$ cat config.mk
export PLATFORM = sky130hd
export DESIGN_NAME = keyed_counting_slot_table_flat
export DESIGN_NICKNAME = d
export VERILOG_FILES = /design/src/rtl/core/kcst_pkg.sv /design/src/rtl/core/kcst_req_if.sv /design/src/rtl/core/kcst_rsp_if.sv /design/src/rtl/core/kcst_table.sv /design/src/rtl/core/kcst_ctrl.sv /design/src/rtl/core/keyed_counting_slot_table.sv /design/src/flat_wrapper.sv
export SDC_FILE = /design/constraint.sdc
export NUM_CORES = 1
export LEC_CHECK = 0
export BUFFER_PORTS_ARGS = -buffer_cell sky130_fd_sc_hd__buf_4
export CORE_UTILIZATION = 56
export CTS_CLUSTER_SIZE = 24
export DETAILED_ROUTE_END_ITERATION = 8
export PLACE_DENSITY = 0.74
export REMOVE_ABC_BUFFERS = 1
export SETUP_SLACK_MARGIN = 0.5
export SYNTH_ARGS = -nofsm -noshare
export SYNTH_HDL_FRONTEND = slang
export SYNTH_SLANG_ARGS = --single-unit
$ cat constraint.sdc
create_clock -name clock -period 2.76 [get_ports clock]
set_input_delay 0.552 -clock clock [delete_from_list [all_inputs] [get_ports clock]]
set_output_delay 0.552 -clock clock [all_outputs]
set_load 0.1 [all_outputs]
$ cat src/rtl/core/kcst_pkg.sv
// types and codes of the keyed counting slot table
// no dependencies
`default_nettype none

package kcst_pkg;

   localparam logic FUNC_ADD   = 1'b0;
   localparam logic FUNC_CLEAR = 1'b1;

   localparam logic [1:0] STATUS_DONE  = 2'd0;
   localparam logic [1:0] STATUS_FULL  = 2'd1;
   localparam logic [1:0] STATUS_RANGE = 2'd2;

   typedef struct packed {
      logic       func;
      logic [7:0] item_key;
      logic [3:0] slot_index;
   } req_payload_type;

   typedef struct packed {
      logic [1:0]  status;
      logic [3:0]  slot_used;
      logic [15:0] new_count;
      logic [4:0]  free_slots;
   } rsp_payload_type;

   typedef struct packed {
      logic rd_en;
      logic wr_en;
      logic set_vld;
      logic clr_vld;
   } tbl_cmd_type;

endpackage

`default_nettype wire

$ cat src/rtl/core/kcst_req_if.sv
// request channel: valid, ready and request payload
// depends on kcst_pkg
`default_nettype none

interface kcst_req_if;
   logic                     valid;
   logic                     ready;
   kcst_pkg::req_payload_type payload;

   modport source (output valid, output payload, input ready);
   modport sink   (input valid, input payload, output ready);
endinterface

`default_nettype wire

$ cat src/rtl/core/kcst_rsp_if.sv
// response channel: valid, ready and result payload
// depends on kcst_pkg
`default_nettype none

interface kcst_rsp_if;
   logic                     valid;
   logic                     ready;
   kcst_pkg::rsp_payload_type payload;

   modport source (output valid, output payload, input ready);
   modport sink   (input valid, input payload, output ready);
endinterface

`default_nettype wire

$ cat src/rtl/core/kcst_table.sv
// slot storage: key/count memory, valid bits and free-slot counter
// depends on kcst_pkg
`default_nettype none

module kcst_table #(
   parameter int SLOTS      = 16,
   parameter int COUNT_BITS = 16,
   localparam int SLOT_W    = $clog2(SLOTS),
   localparam int FREE_W    = $clog2(SLOTS + 1)
) (
   input  wire logic                    clock,
   input  wire logic                    reset,
   input  wire kcst_pkg::tbl_cmd_type   cmd,
   input  wire logic [SLOT_W-1:0]       rd_addr,
   input  wire logic [SLOT_W-1:0]       wr_addr,
   input  wire logic [7:0]              wr_key,
   input  wire logic [COUNT_BITS-1:0]   wr_count,
   output logic [7:0]                   rd_key,
   output logic [COUNT_BITS-1:0]        rd_count,
   output logic                         rd_valid,
   output logic [FREE_W-1:0]            free_next
);

   logic [8+COUNT_BITS-1:0] mem [SLOTS];
   logic [8+COUNT_BITS-1:0] rd_data_ff;
   logic [SLOT_W-1:0]       rd_addr_ff;
   logic [SLOTS-1:0]        valid_ff;
   logic [SLOTS-1:0]        valid_in;
   logic [FREE_W-1:0]       free_ff;
   logic [FREE_W-1:0]       free_in;

   always_ff @(posedge clock) begin
      if (cmd.wr_en) begin
         mem[wr_addr] <= {wr_key, wr_count};
      end
      if (cmd.rd_en) begin
         rd_data_ff <= mem[rd_addr];
         rd_addr_ff <= rd_addr;
      end
   end

   always_comb begin
      valid_in = valid_ff;
      free_in  = free_ff;
      if (cmd.set_vld) begin
         valid_in[wr_addr] = 1'b1;
         if (!valid_ff[wr_addr]) begin
            free_in = free_ff - FREE_W'(1);
         end
      end else if (cmd.clr_vld) begin
         valid_in[wr_addr] = 1'b0;
         if (valid_ff[wr_addr]) begin
            free_in = free_ff + FREE_W'(1);
         end
      end
   end

   always_ff @(posedge clock) begin
      if (reset) begin
         valid_ff <= '0;
         free_ff  <= FREE_W'(SLOTS);
      end else begin
         valid_ff <= valid_in;
         free_ff  <= free_in;
      end
   end

   assign rd_key    = rd_data_ff[8+COUNT_BITS-1:COUNT_BITS];
   assign rd_count  = rd_data_ff[COUNT_BITS-1:0];
   assign rd_valid  = valid_ff[rd_addr_ff];
   assign free_next = free_in;

endmodule

`default_nettype wire

$ cat src/rtl/core/kcst_ctrl.sv
// request sequencer: slot scan, update decision and response register
// depends on kcst_pkg; drives kcst_table
`default_nettype none

module kcst_ctrl #(
   parameter int SLOTS         = 16,
   parameter int ITEM_ID_LIMIT = 16,
   parameter int COUNT_BITS    = 16,
   localparam int SLOT_W       = $clog2(SLOTS),
   localparam int FREE_W       = $clog2(SLOTS + 1)
) (
   input  wire logic                      clock,
   input  wire logic                      reset,
   input  wire logic                      req_valid,
   output logic                           req_ready,
   input  wire kcst_pkg::req_payload_type req_data,
   output logic                           rsp_valid,
   input  wire logic                      rsp_ready,
   output kcst_pkg::rsp_payload_type      rsp_data,
   output kcst_pkg::tbl_cmd_type          tbl_cmd,
   output logic [SLOT_W-1:0]              tbl_rd_addr,
   output logic [SLOT_W-1:0]              tbl_wr_addr,
   output logic [7:0]                     tbl_wr_key,
   output logic [COUNT_BITS-1:0]          tbl_wr_count,
   input  wire logic [7:0]                tbl_rd_key,
   input  wire logic [COUNT_BITS-1:0]     tbl_rd_count,
   input  wire logic                      tbl_rd_valid,
   input  wire logic [FREE_W-1:0]         tbl_free_next
);

   localparam logic [1:0] ST_IDLE = 2'd0;
   localparam logic [1:0] ST_SCAN = 2'd1;
   localparam logic [1:0] ST_EMIT = 2'd2;
   localparam logic [1:0] ST_CLR  = 2'd3;

   logic [1:0]                state_ff, state_in;
   logic [7:0]                key_ff, key_in;
   logic [3:0]                idx_ff, idx_in;
   logic [SLOT_W:0]           issue_ff, issue_in;
   logic                      cmp_vld_ff, cmp_vld_in;
   logic [SLOT_W-1:0]         cmp_addr_ff, cmp_addr_in;
   logic                      match_ff, match_in;
   logic [SLOT_W-1:0]         match_slot_ff, match_slot_in;
   logic [COUNT_BITS-1:0]     match_cnt_ff, match_cnt_in;
   logic                      free_fnd_ff, free_fnd_in;
   logic [SLOT_W-1:0]         free_slot_ff, free_slot_in;
   logic                      rsp_valid_ff, rsp_valid_in;
   kcst_pkg::rsp_payload_type rsp_data_ff, rsp_data_in;

   logic                      load_ok;
   logic                      emit;
   logic                      sel_found;
   logic [SLOT_W-1:0]         sel_slot;
   logic [COUNT_BITS-1:0]     sel_cnt;
   logic [COUNT_BITS-1:0]     cnt_new;
   logic                      key_ok;
   logic                      idx_ok;

   assign load_ok   = !rsp_valid_ff || rsp_ready;
   assign sel_found = match_ff || free_fnd_ff;
   assign sel_slot  = match_ff ? match_slot_ff : free_slot_ff;
   assign sel_cnt   = match_ff ? match_cnt_ff : '0;
   assign cnt_new   = (&sel_cnt) ? sel_cnt : sel_cnt + COUNT_BITS'(1);
   assign key_ok    = 32'(key_ff) < 32'(ITEM_ID_LIMIT);
   assign idx_ok    = 32'(idx_ff) < 32'(SLOTS);

   assign tbl_rd_addr  = issue_ff[SLOT_W-1:0];
   assign tbl_wr_addr  = (state_ff == ST_CLR) ? SLOT_W'(idx_ff) : sel_slot;
   assign tbl_wr_key   = key_ff;
   assign tbl_wr_count = cnt_new;

   always_comb begin
      state_in      = state_ff;
      key_in        = key_ff;
      idx_in        = idx_ff;
      issue_in      = issue_ff;
      match_in      = match_ff;
      match_slot_in = match_slot_ff;
      match_cnt_in  = match_cnt_ff;
      free_fnd_in   = free_fnd_ff;
      free_slot_in  = free_slot_ff;
      rsp_data_in   = rsp_data_ff;
      req_ready     = 1'b0;
      emit          = 1'b0;
      tbl_cmd       = '0;

      case (state_ff)
         ST_IDLE: begin
            req_ready = 1'b1;
            if (req_valid) begin
               key_in      = req_data.item_key;
               idx_in      = req_data.slot_index;
               issue_in    = '0;
               match_in    = 1'b0;
               free_fnd_in = 1'b0;
               state_in    = (req_data.func == kcst_pkg::FUNC_CLEAR) ? ST_CLR : ST_SCAN;
            end
         end
         ST_SCAN: begin
            if (issue_ff < (SLOT_W+1)'(SLOTS)) begin
               tbl_cmd.rd_en = 1'b1;
               issue_in      = issue_ff + (SLOT_W+1)'(1);
            end
            if (cmp_vld_ff) begin
               if (tbl_rd_valid && tbl_rd_key == key_ff && !match_ff) begin
                  match_in      = 1'b1;
                  match_slot_in = cmp_addr_ff;
                  match_cnt_in  = tbl_rd_count;
               end
               if (!tbl_rd_valid && !free_fnd_ff) begin
                  free_fnd_in  = 1'b1;
                  free_slot_in = cmp_addr_ff;
               end
               if (cmp_addr_ff == SLOT_W'(SLOTS - 1)) begin
                  state_in = ST_EMIT;
               end
            end
         end
         ST_EMIT: begin
            if (load_ok) begin
               emit     = 1'b1;
               state_in = ST_IDLE;
               if (!sel_found) begin
                  rsp_data_in.status    = kcst_pkg::STATUS_FULL;
                  rsp_data_in.slot_used = '0;
                  rsp_data_in.new_count = '0;
               end else if (!key_ok) begin
                  rsp_data_in.status    = kcst_pkg::STATUS_RANGE;
                  rsp_data_in.slot_used = '0;
                  rsp_data_in.new_count = '0;
               end else begin
                  tbl_cmd.wr_en         = 1'b1;
                  tbl_cmd.set_vld       = 1'b1;
                  rsp_data_in.status    = kcst_pkg::STATUS_DONE;
                  rsp_data_in.slot_used = 4'(sel_slot);
                  rsp_data_in.new_count = 16'(cnt_new);
               end
               rsp_data_in.free_slots = 5'(tbl_free_next);
            end
         end
         ST_CLR: begin
            if (load_ok) begin
               emit     = 1'b1;
               state_in = ST_IDLE;
               if (idx_ok) begin
                  tbl_cmd.clr_vld       = 1'b1;
                  rsp_data_in.status    = kcst_pkg::STATUS_DONE;
                  rsp_data_in.slot_used = idx_ff;
               end else begin
                  rsp_data_in.status    = kcst_pkg::STATUS_RANGE;
                  rsp_data_in.slot_used = '0;
               end
               rsp_data_in.new_count  = '0;
               rsp_data_in.free_slots = 5'(tbl_free_next);
            end
         end
         default: begin
            state_in = ST_IDLE;
         end
      endcase
   end

   assign cmp_vld_in   = tbl_cmd.rd_en;
   assign cmp_addr_in  = tbl_rd_addr;
   assign rsp_valid_in = emit ? 1'b1 : (rsp_ready ? 1'b0 : rsp_valid_ff);

   always_ff @(posedge clock) begin
      if (reset) begin
         state_ff     <= ST_IDLE;
         cmp_vld_ff   <= 1'b0;
         rsp_valid_ff <= 1'b0;
         match_ff     <= 1'b0;
         free_fnd_ff  <= 1'b0;
      end else begin
         state_ff     <= state_in;
         cmp_vld_ff   <= cmp_vld_in;
         rsp_valid_ff <= rsp_valid_in;
         match_ff     <= match_in;
         free_fnd_ff  <= free_fnd_in;
      end
   end

   always_ff @(posedge clock) begin
      key_ff        <= key_in;
      idx_ff        <= idx_in;
      issue_ff      <= issue_in;
      cmp_addr_ff   <= cmp_addr_in;
      match_slot_ff <= match_slot_in;
      match_cnt_ff  <= match_cnt_in;
      free_slot_ff  <= free_slot_in;
      rsp_data_ff   <= rsp_data_in;
   end

   assign rsp_valid = rsp_valid_ff;
   assign rsp_data  = rsp_data_ff;

endmodule

`default_nettype wire

$ cat src/rtl/core/keyed_counting_slot_table.sv
// top level of the keyed counting slot table
// depends on kcst_pkg, kcst_req_if, kcst_rsp_if, kcst_table, kcst_ctrl
//
//   channel   dir  modport  payload
//   req_chan  in   sink     func, item_key, slot_index
//   rsp_chan  out  source   status, slot_used, new_count, free_slots
//
// add: the transfer is taken, then the key/count memory is read one slot
//   per cycle through its single read port, then an update step follows
// clear: the transfer is taken, then an update step follows
// reset clears the valid bits and free counter; no clearing pass
// a waiting response stalls only the update step; a new request is taken
//   while the previous response sits in the output register
`default_nettype none

module keyed_counting_slot_table #(
   parameter int SLOTS         = 16,
   parameter int ITEM_ID_LIMIT = 16,
   parameter int COUNT_BITS    = 16
) (
   input  wire logic  clock,
   input  wire logic  reset,
   kcst_req_if.sink   req_chan,
   kcst_rsp_if.source rsp_chan
);

   localparam int SLOT_W = $clog2(SLOTS);
   localparam int FREE_W = $clog2(SLOTS + 1);

   kcst_pkg::tbl_cmd_type   tbl_cmd;
   logic [SLOT_W-1:0]       tbl_rd_addr;
   logic [SLOT_W-1:0]       tbl_wr_addr;
   logic [7:0]              tbl_wr_key;
   logic [COUNT_BITS-1:0]   tbl_wr_count;
   logic [7:0]              tbl_rd_key;
   logic [COUNT_BITS-1:0]   tbl_rd_count;
   logic                    tbl_rd_valid;
   logic [FREE_W-1:0]       tbl_free_next;

   kcst_ctrl #(
      .SLOTS         (SLOTS),
      .ITEM_ID_LIMIT (ITEM_ID_LIMIT),
      .COUNT_BITS    (COUNT_BITS)
   ) u_ctrl (
      .clock         (clock),
      .reset         (reset),
      .req_valid     (req_chan.valid),
      .req_ready     (req_chan.ready),
      .req_data      (req_chan.payload),
      .rsp_valid     (rsp_chan.valid),
      .rsp_ready     (rsp_chan.ready),
      .rsp_data      (rsp_chan.payload),
      .tbl_cmd       (tbl_cmd),
      .tbl_rd_addr   (tbl_rd_addr),
      .tbl_wr_addr   (tbl_wr_addr),
      .tbl_wr_key    (tbl_wr_key),
      .tbl_wr_count  (tbl_wr_count),
      .tbl_rd_key    (tbl_rd_key),
      .tbl_rd_count  (tbl_rd_count),
      .tbl_rd_valid  (tbl_rd_valid),
      .tbl_free_next (tbl_free_next)
   );

   kcst_table #(
      .SLOTS      (SLOTS),
      .COUNT_BITS (COUNT_BITS)
   ) u_table (
      .clock     (clock),
      .reset     (reset),
      .cmd       (tbl_cmd),
      .rd_addr   (tbl_rd_addr),
      .wr_addr   (tbl_wr_addr),
      .wr_key    (tbl_wr_key),
      .wr_count  (tbl_wr_count),
      .rd_key    (tbl_rd_key),
      .rd_count  (tbl_rd_count),
      .rd_valid  (tbl_rd_valid),
      .free_next (tbl_free_next)
   );

endmodule

`default_nettype wire

$ cat src/flat_wrapper.sv
// flat-port wrapper written by rule: the top's interface ports become plain ports
module keyed_counting_slot_table_flat 
#(
   parameter int SLOTS         = 16,
   parameter int ITEM_ID_LIMIT = 16,
   parameter int COUNT_BITS    = 16
)
  (clock, reset, req_chan_valid, req_chan_payload, req_chan_ready, rsp_chan_valid, rsp_chan_payload, rsp_chan_ready);
  kcst_req_if req_chan_i ();
  kcst_rsp_if rsp_chan_i ();
  input  wire logic clock;
  input  wire logic reset;
  input wire logic [$bits(req_chan_i.valid)-1:0] req_chan_valid;
  input wire logic [$bits(req_chan_i.payload)-1:0] req_chan_payload;
  output wire logic [$bits(req_chan_i.ready)-1:0] req_chan_ready;
  output wire logic [$bits(rsp_chan_i.valid)-1:0] rsp_chan_valid;
  output wire logic [$bits(rsp_chan_i.payload)-1:0] rsp_chan_payload;
  input wire logic [$bits(rsp_chan_i.ready)-1:0] rsp_chan_ready;
  assign req_chan_i.valid = req_chan_valid;
  assign req_chan_i.payload = req_chan_payload;
  assign req_chan_ready = req_chan_i.ready;
  assign rsp_chan_valid = rsp_chan_i.valid;
  assign rsp_chan_payload = rsp_chan_i.payload;
  assign rsp_chan_i.ready = rsp_chan_ready;
  keyed_counting_slot_table #(.SLOTS(SLOTS), .ITEM_ID_LIMIT(ITEM_ID_LIMIT), .COUNT_BITS(COUNT_BITS)) u_core (.clock(clock), .reset(reset), .req_chan(req_chan_i), .rsp_chan(rsp_chan_i));
endmodule
==> run_summary.xml <==
<?xml version="1.0" encoding="UTF-8"?>
<metrics>
  <group name="die">
    <metric name="initial_core_util" unit="%">57.3</metric>
    <metric name="floorplan.core_area" unit="µm²">34700</metric>
    <metric name="die_extent_in_x" unit="µm">190</metric>
    <metric name="ports_placed_on_the_boundary" unit="">46</metric>
    <metric name="die_y" unit="µm">190</metric>
    <metric name="num_rows" unit="">68</metric>
    <metric name="dieArea" unit="µm²">36300</metric>
  </group>
  <group name="worst_setup_path">
    <metric name="timing.critical_path.slowest_stage_cell" unit="">sky130_fd_sc_hd__dfxtp_4</metric>
    <metric name="timing.critical_path.arrival" unit="ns">3.12</metric>
    <metric name="timing.critical_path.slowest_cell_delay" unit="ns">0.35</metric>
    <metric name="critPathLaunchType" unit="">register</metric>
    <metric name="crit_chain" unit="">buf_8 -&gt; mux2_4 -&gt; mux2i_4 -&gt; buf_12 -&gt; mux2i_1 -&gt; mux2i_1 -&gt; o211ai_2 -&gt; mux2i_4 -&gt; buf_4 -&gt; mux2i_2 -&gt; xnor2_1</metric>
    <metric name="worst-r2r-setup-slack" unit="ns">-0.05</metric>
    <metric name="worstSetupEndpointType" unit="">register</metric>
    <metric name="critical_path.max_fanout" unit="">6</metric>
    <metric name="worst_ep_required_time" unit="ns">3.06</metric>
    <metric name="criticalPathCategory" unit="">register to register</metric>
  </group>
  <group name="synth">
    <metric name="fraction_of_the_mapped_netlist_area_in_compound_gates" unit="%">1.62</metric>
    <metric name="combinational_family_with_the_most_area_after_synthesis" unit="">multiplexers</metric>
    <metric name="dominant_register_cell_in_the_synthesized_netlist" unit="">sky130_fd_sc_hd__edfxtp_1</metric>
    <metric name="yosys_warnings" unit="">0</metric>
    <metric name="seq_area_frac_synth" unit="%">75.6</metric>
    <metric name="muxShareOfSynthArea" unit="%">15.6</metric>
    <metric name="synth_enable_flop_cells" unit="">480</metric>
    <metric name="avgSynthCellArea" unit="µm²">20.2</metric>
    <metric name="ys_types" unit="">42</metric>
    <metric name="synth_xor_xnor_area_share" unit="%">1.28</metric>
    <metric name="postSynthCellCount" unit="">986</metric>
    <metric name="mappedNetlistArea" unit="µm²">19900</metric>
    <metric name="synth_fa_ha_area_share" unit="%">0.252</metric>
    <metric name="postSynth.asyncResetShare" unit="%">0</metric>
    <metric name="post_synth_and_or_nand_nor_area_fraction" unit="%">4.19</metric>
    <metric name="synth-seq-cells" unit="">511</metric>
  </group>
  <group name="detailed_routing">
    <metric name="antenna_violating_nets_post_route" unit="">0</metric>
    <metric name="first_drt_iteration_drcs" unit="">1926</metric>
    <metric name="drc" unit="">0</metric>
    <metric name="detailedRoute.firstPassIterationCount" unit="">5</metric>
    <metric name="post_drt_wl_per_cell" unit="µm">38.0</metric>
    <metric name="num_vias" unit="">12200</metric>
    <metric name="vias_per_cell" unit="">6.98</metric>
    <metric name="routed_wl" unit="µm">66400</metric>
  </group>
  <group name="outcome">
    <metric name="run_status" unit="">complete, but fails checks</metric>
    <metric name="failed_checks" unit="">negative setup slack</metric>
  </group>
  <group name="min_path">
    <metric name="hp-class" unit="">primary input to register</metric>
  </group>
  <group name="place">
    <metric name="hpwl" unit="µm">28200</metric>
    <metric name="io_buffer_count" unit="">45</metric>
    <metric name="numPlacedInstances" unit="">1533</metric>
    <metric name="finalWeightedCongestion" unit="">0.857</metric>
  </group>
  <group name="sta">
    <metric name="fmaxAchievable" unit="GHz">0.356</metric>
    <metric name="clock_skew" unit="ns">0.0203</metric>
    <metric name="setup-violations-final" unit="">5</metric>
    <metric name="final.min_clock_period" unit="ns">2.81</metric>
    <metric name="worstMarginPinSlew" unit="ns">0.945</metric>
    <metric name="postLayoutSetupSlackWorst" unit="ns">-0.0522</metric>
    <metric name="max_slew_margin" unit="%">36.7</metric>
    <metric name="final_hold_viols" unit="">0</metric>
    <metric name="slew_violations" unit="">0</metric>
    <metric name="part_of_the_cycle_the_worst_path_needs" unit="%">102</metric>
    <metric name="sum_of_negative_setup_slack" unit="ns">-0.150</metric>
    <metric name="setup_repair_after_global_routing_missed_its_margin" unit="">yes</metric>
  </group>
  <group name="grt">
    <metric name="gr-total-overflow" unit="">0</metric>
    <metric name="grt_max_degree" unit="">36</metric>
    <metric name="track_usage" unit="%">30.6</metric>
    <metric name="grt_pass1_wl" unit="µm">77300</metric>
    <metric name="number_of_antenna_violations_at_the_first_check_in_global_routing" unit="">3</metric>
    <metric name="vias_in_the_first_global_route" unit="">10908</metric>
  </group>
  <group name="final_layout">
    <metric name="leading_cell_types_in_the_layout_fill_and_taps_excluded" unit="">sky130_fd_sc_hd__edfxtp_1 (480), sky130_fd_sc_hd__buf_4 (129), sky130_fd_sc_hd__mux4_2 (125), sky130_fd_sc_hd__clkbuf_16 (75), sky130_fd_sc_hd__buf_12 (41)</metric>
    <metric name="fraction_of_final_layout_cells_with_drive_strength_greater_than_1" unit="%">45.0</metric>
    <metric name="post-route-util" unit="%">75.3</metric>
    <metric name="finalNetCount" unit="">1274</metric>
    <metric name="syn2layout_area_growth" unit="%">31.5</metric>
    <metric name="layout_commonest_cell" unit="">sky130_fd_sc_hd__edfxtp_1</metric>
    <metric name="layoutNonFillerInstCount" unit="">1747</metric>
  </group>
  <group name="clock_network">
    <metric name="cts-root-to-sink-buffers" unit="">3</metric>
    <metric name="cts_made_buffers" unit="">50</metric>
    <metric name="cts.hold.buffers_added" unit="">0</metric>
    <metric name="tritoncts" unit="">built</metric>
    <metric name="worst_setup_hold_path_clk_slew" unit="ns">0.06</metric>
    <metric name="cts_sinks" unit="">511</metric>
    <metric name="cts.htree.levels" unit="">2</metric>
    <metric name="clock_tree.root_cell" unit="">sky130_fd_sc_hd__clkbuf_16</metric>
    <metric name="clk-insertion-delay-late" unit="ns">0.57</metric>
  </group>
  <group name="power">
    <metric name="cellPowerDensity" unit="nW/µm²">758</metric>
    <metric name="peakVddDrop" unit="mV">0.630</metric>
    <metric name="power_leakage" unit="nW">8.93</metric>
  </group>
  <group name="job">
    <metric name="cap_violations" unit="">0</metric>
  </group>
</metrics>
[cell families after synthesis]
family | count (synthesis)
adders and majority gates | 4
DFF | 511
muxes | 151
buffers and inverters | 65
and+or+nand+nor | 167
xor gates and xnor gates | 29
AOI/OAI and AO/OA | 59
[power breakdown]
| group | leakage, nW | total (mW) | switching (mW) | internal, mW |
|---|---|---|---|---|
| clock network | 0.804 | 7.15 | 3.02 | 4.13 |
| registers | 4.70 | 8.97 | 0.125 | 8.84 |
| logic | 3.43 | 3.71 | 2.21 | 1.50 |
[registers in the layout, summed over array words and instances, names as in the netlist, 5 cells and up, named ones only]
| register | cells |
|---|---|
| u_core.u_ctrl.issue_ff | 5 |
| u_core.u_ctrl.match_cnt_ff | 16 |
| u_core.u_ctrl.rsp_data | 27 |
| u_core.u_ctrl.tbl_wr_key | 8 |
| u_core.u_table.free_ff | 5 |
| u_core.u_table.mem | 384 |
| u_core.u_table.rd_data_ff | 24 |
[critical path: cells and delay by family, from the launching register on]
family	cells	cell delay, ns
compound gates	1	0.28
mux	6	1.37
buf+inv	3	0.46
flops	1	0.35
xor+xnor	1	0.09
[synthesized netlist by cell type, types with 2 or more instances]
| master | instances | share of area [%] |
|---|---|---|
| sky130_fd_sc_hd__a21oi_1 | 28 | 0.71 |
| sky130_fd_sc_hd__and2_1 | 6 | 0.19 |
| sky130_fd_sc_hd__and3_1 | 9 | 0.28 |
| sky130_fd_sc_hd__buf_1 | 12 | 0.23 |
| sky130_fd_sc_hd__buf_2 | 5 | 0.13 |
| sky130_fd_sc_hd__buf_6 | 3 | 0.17 |
| sky130_fd_sc_hd__clkbuf_1 | 25 | 0.47 |
| sky130_fd_sc_hd__dfxtp_1 | 31 | 3.1 |
| sky130_fd_sc_hd__edfxtp_1 | 480 | 73 |
| sky130_fd_sc_hd__ha_1 | 4 | 0.25 |
| sky130_fd_sc_hd__inv_1 | 20 | 0.38 |
| sky130_fd_sc_hd__mux2_1 | 2 | 0.11 |
| sky130_fd_sc_hd__mux2_2 | 2 | 0.11 |
| sky130_fd_sc_hd__mux2i_1 | 19 | 0.96 |
| sky130_fd_sc_hd__mux2i_4 | 2 | 0.23 |
| sky130_fd_sc_hd__mux4_2 | 125 | 14 |
| sky130_fd_sc_hd__nand2_1 | 55 | 1.0 |
| sky130_fd_sc_hd__nand2b_1 | 2 | 0.063 |
| sky130_fd_sc_hd__nand3_1 | 11 | 0.28 |
| sky130_fd_sc_hd__nand4_1 | 6 | 0.19 |
| sky130_fd_sc_hd__nor2_1 | 31 | 0.59 |
| sky130_fd_sc_hd__nor2b_1 | 18 | 0.57 |
| sky130_fd_sc_hd__nor3_1 | 10 | 0.25 |
| sky130_fd_sc_hd__nor3b_1 | 8 | 0.30 |
| sky130_fd_sc_hd__nor4_1 | 2 | 0.063 |
| sky130_fd_sc_hd__nor4bb_1 | 2 | 0.10 |
| sky130_fd_sc_hd__o211ai_1 | 2 | 0.076 |
| sky130_fd_sc_hd__o21a_1 | 3 | 0.11 |
| sky130_fd_sc_hd__o21ai_0 | 21 | 0.53 |
| sky130_fd_sc_hd__or2_2 | 2 | 0.063 |
| sky130_fd_sc_hd__or3_1 | 2 | 0.063 |
| sky130_fd_sc_hd__xnor2_1 | 10 | 0.44 |
| sky130_fd_sc_hd__xor2_1 | 19 | 0.84 |
[final cells by class]
| class | instances | area [µm²] |
|---|---|---|
| tap | 455 | 569 |
| timing repair buffer | 260 | 3440 |
| clock buffer | 58 | 1300 |
| sequential | 511 | 15000 |
| clock inverter | 31 | 360 |
| multi-input combinational | 410 | 5300 |
| inverter | 20 | 138 |
| fill | 1714 | 8570 |
| antenna | 2 | 5.00 |
[metal layers]
metal  track usage [%]  share of wire (%)  up-vias
met5                 0              0.017        -
met1              43.6                 34     6270
li1                  -                  -     4525
met2              48.9                 49     1163
met3              5.83                 12      240
met4              8.58                5.5        2
[path summary, 6_finish.rpt]
path	start	to	depth (start not counted)
max	u_core.u_ctrl.match_ff	u_core.u_ctrl.rsp_data[4]	11
max reg2reg	u_core.u_ctrl.match_ff	u_core.u_ctrl.rsp_data[4]	11
min reg2reg	u_core.u_ctrl.issue_ff[3]	u_core.u_ctrl.cmp_addr_ff[3]	0
min	req_chan_payload[4]	u_core.u_ctrl.tbl_wr_key[0]	1
[metrics by stage]
step	setup WS [ns]	hold WS (ns)	instance area [µm²]	power, mW
global placement	-0.107	0.396	21600	12.1
global route	-0.0818	0.170	26100	20.2
CTS	0.146	0.159	24300	19.1
floorplan	-2.51	0.400	19700	11.2
finish	-0.0522	0.171	26100	19.8
detailed placement	-0.225	0.409	21600	12.1
[repair_timing]
| action | 4_1_cts | 5_1_grt |
|---|---|---|
| cloned | 14 | 33 |
| buffers inserted | 41 | 35 |
| setup endpoints to repair | 643 | 706 |
| resized for setup | 85 | 191 |
| pin swaps | 14 | 26 |
No activity file was read; power rests on OpenSTA's default activity.
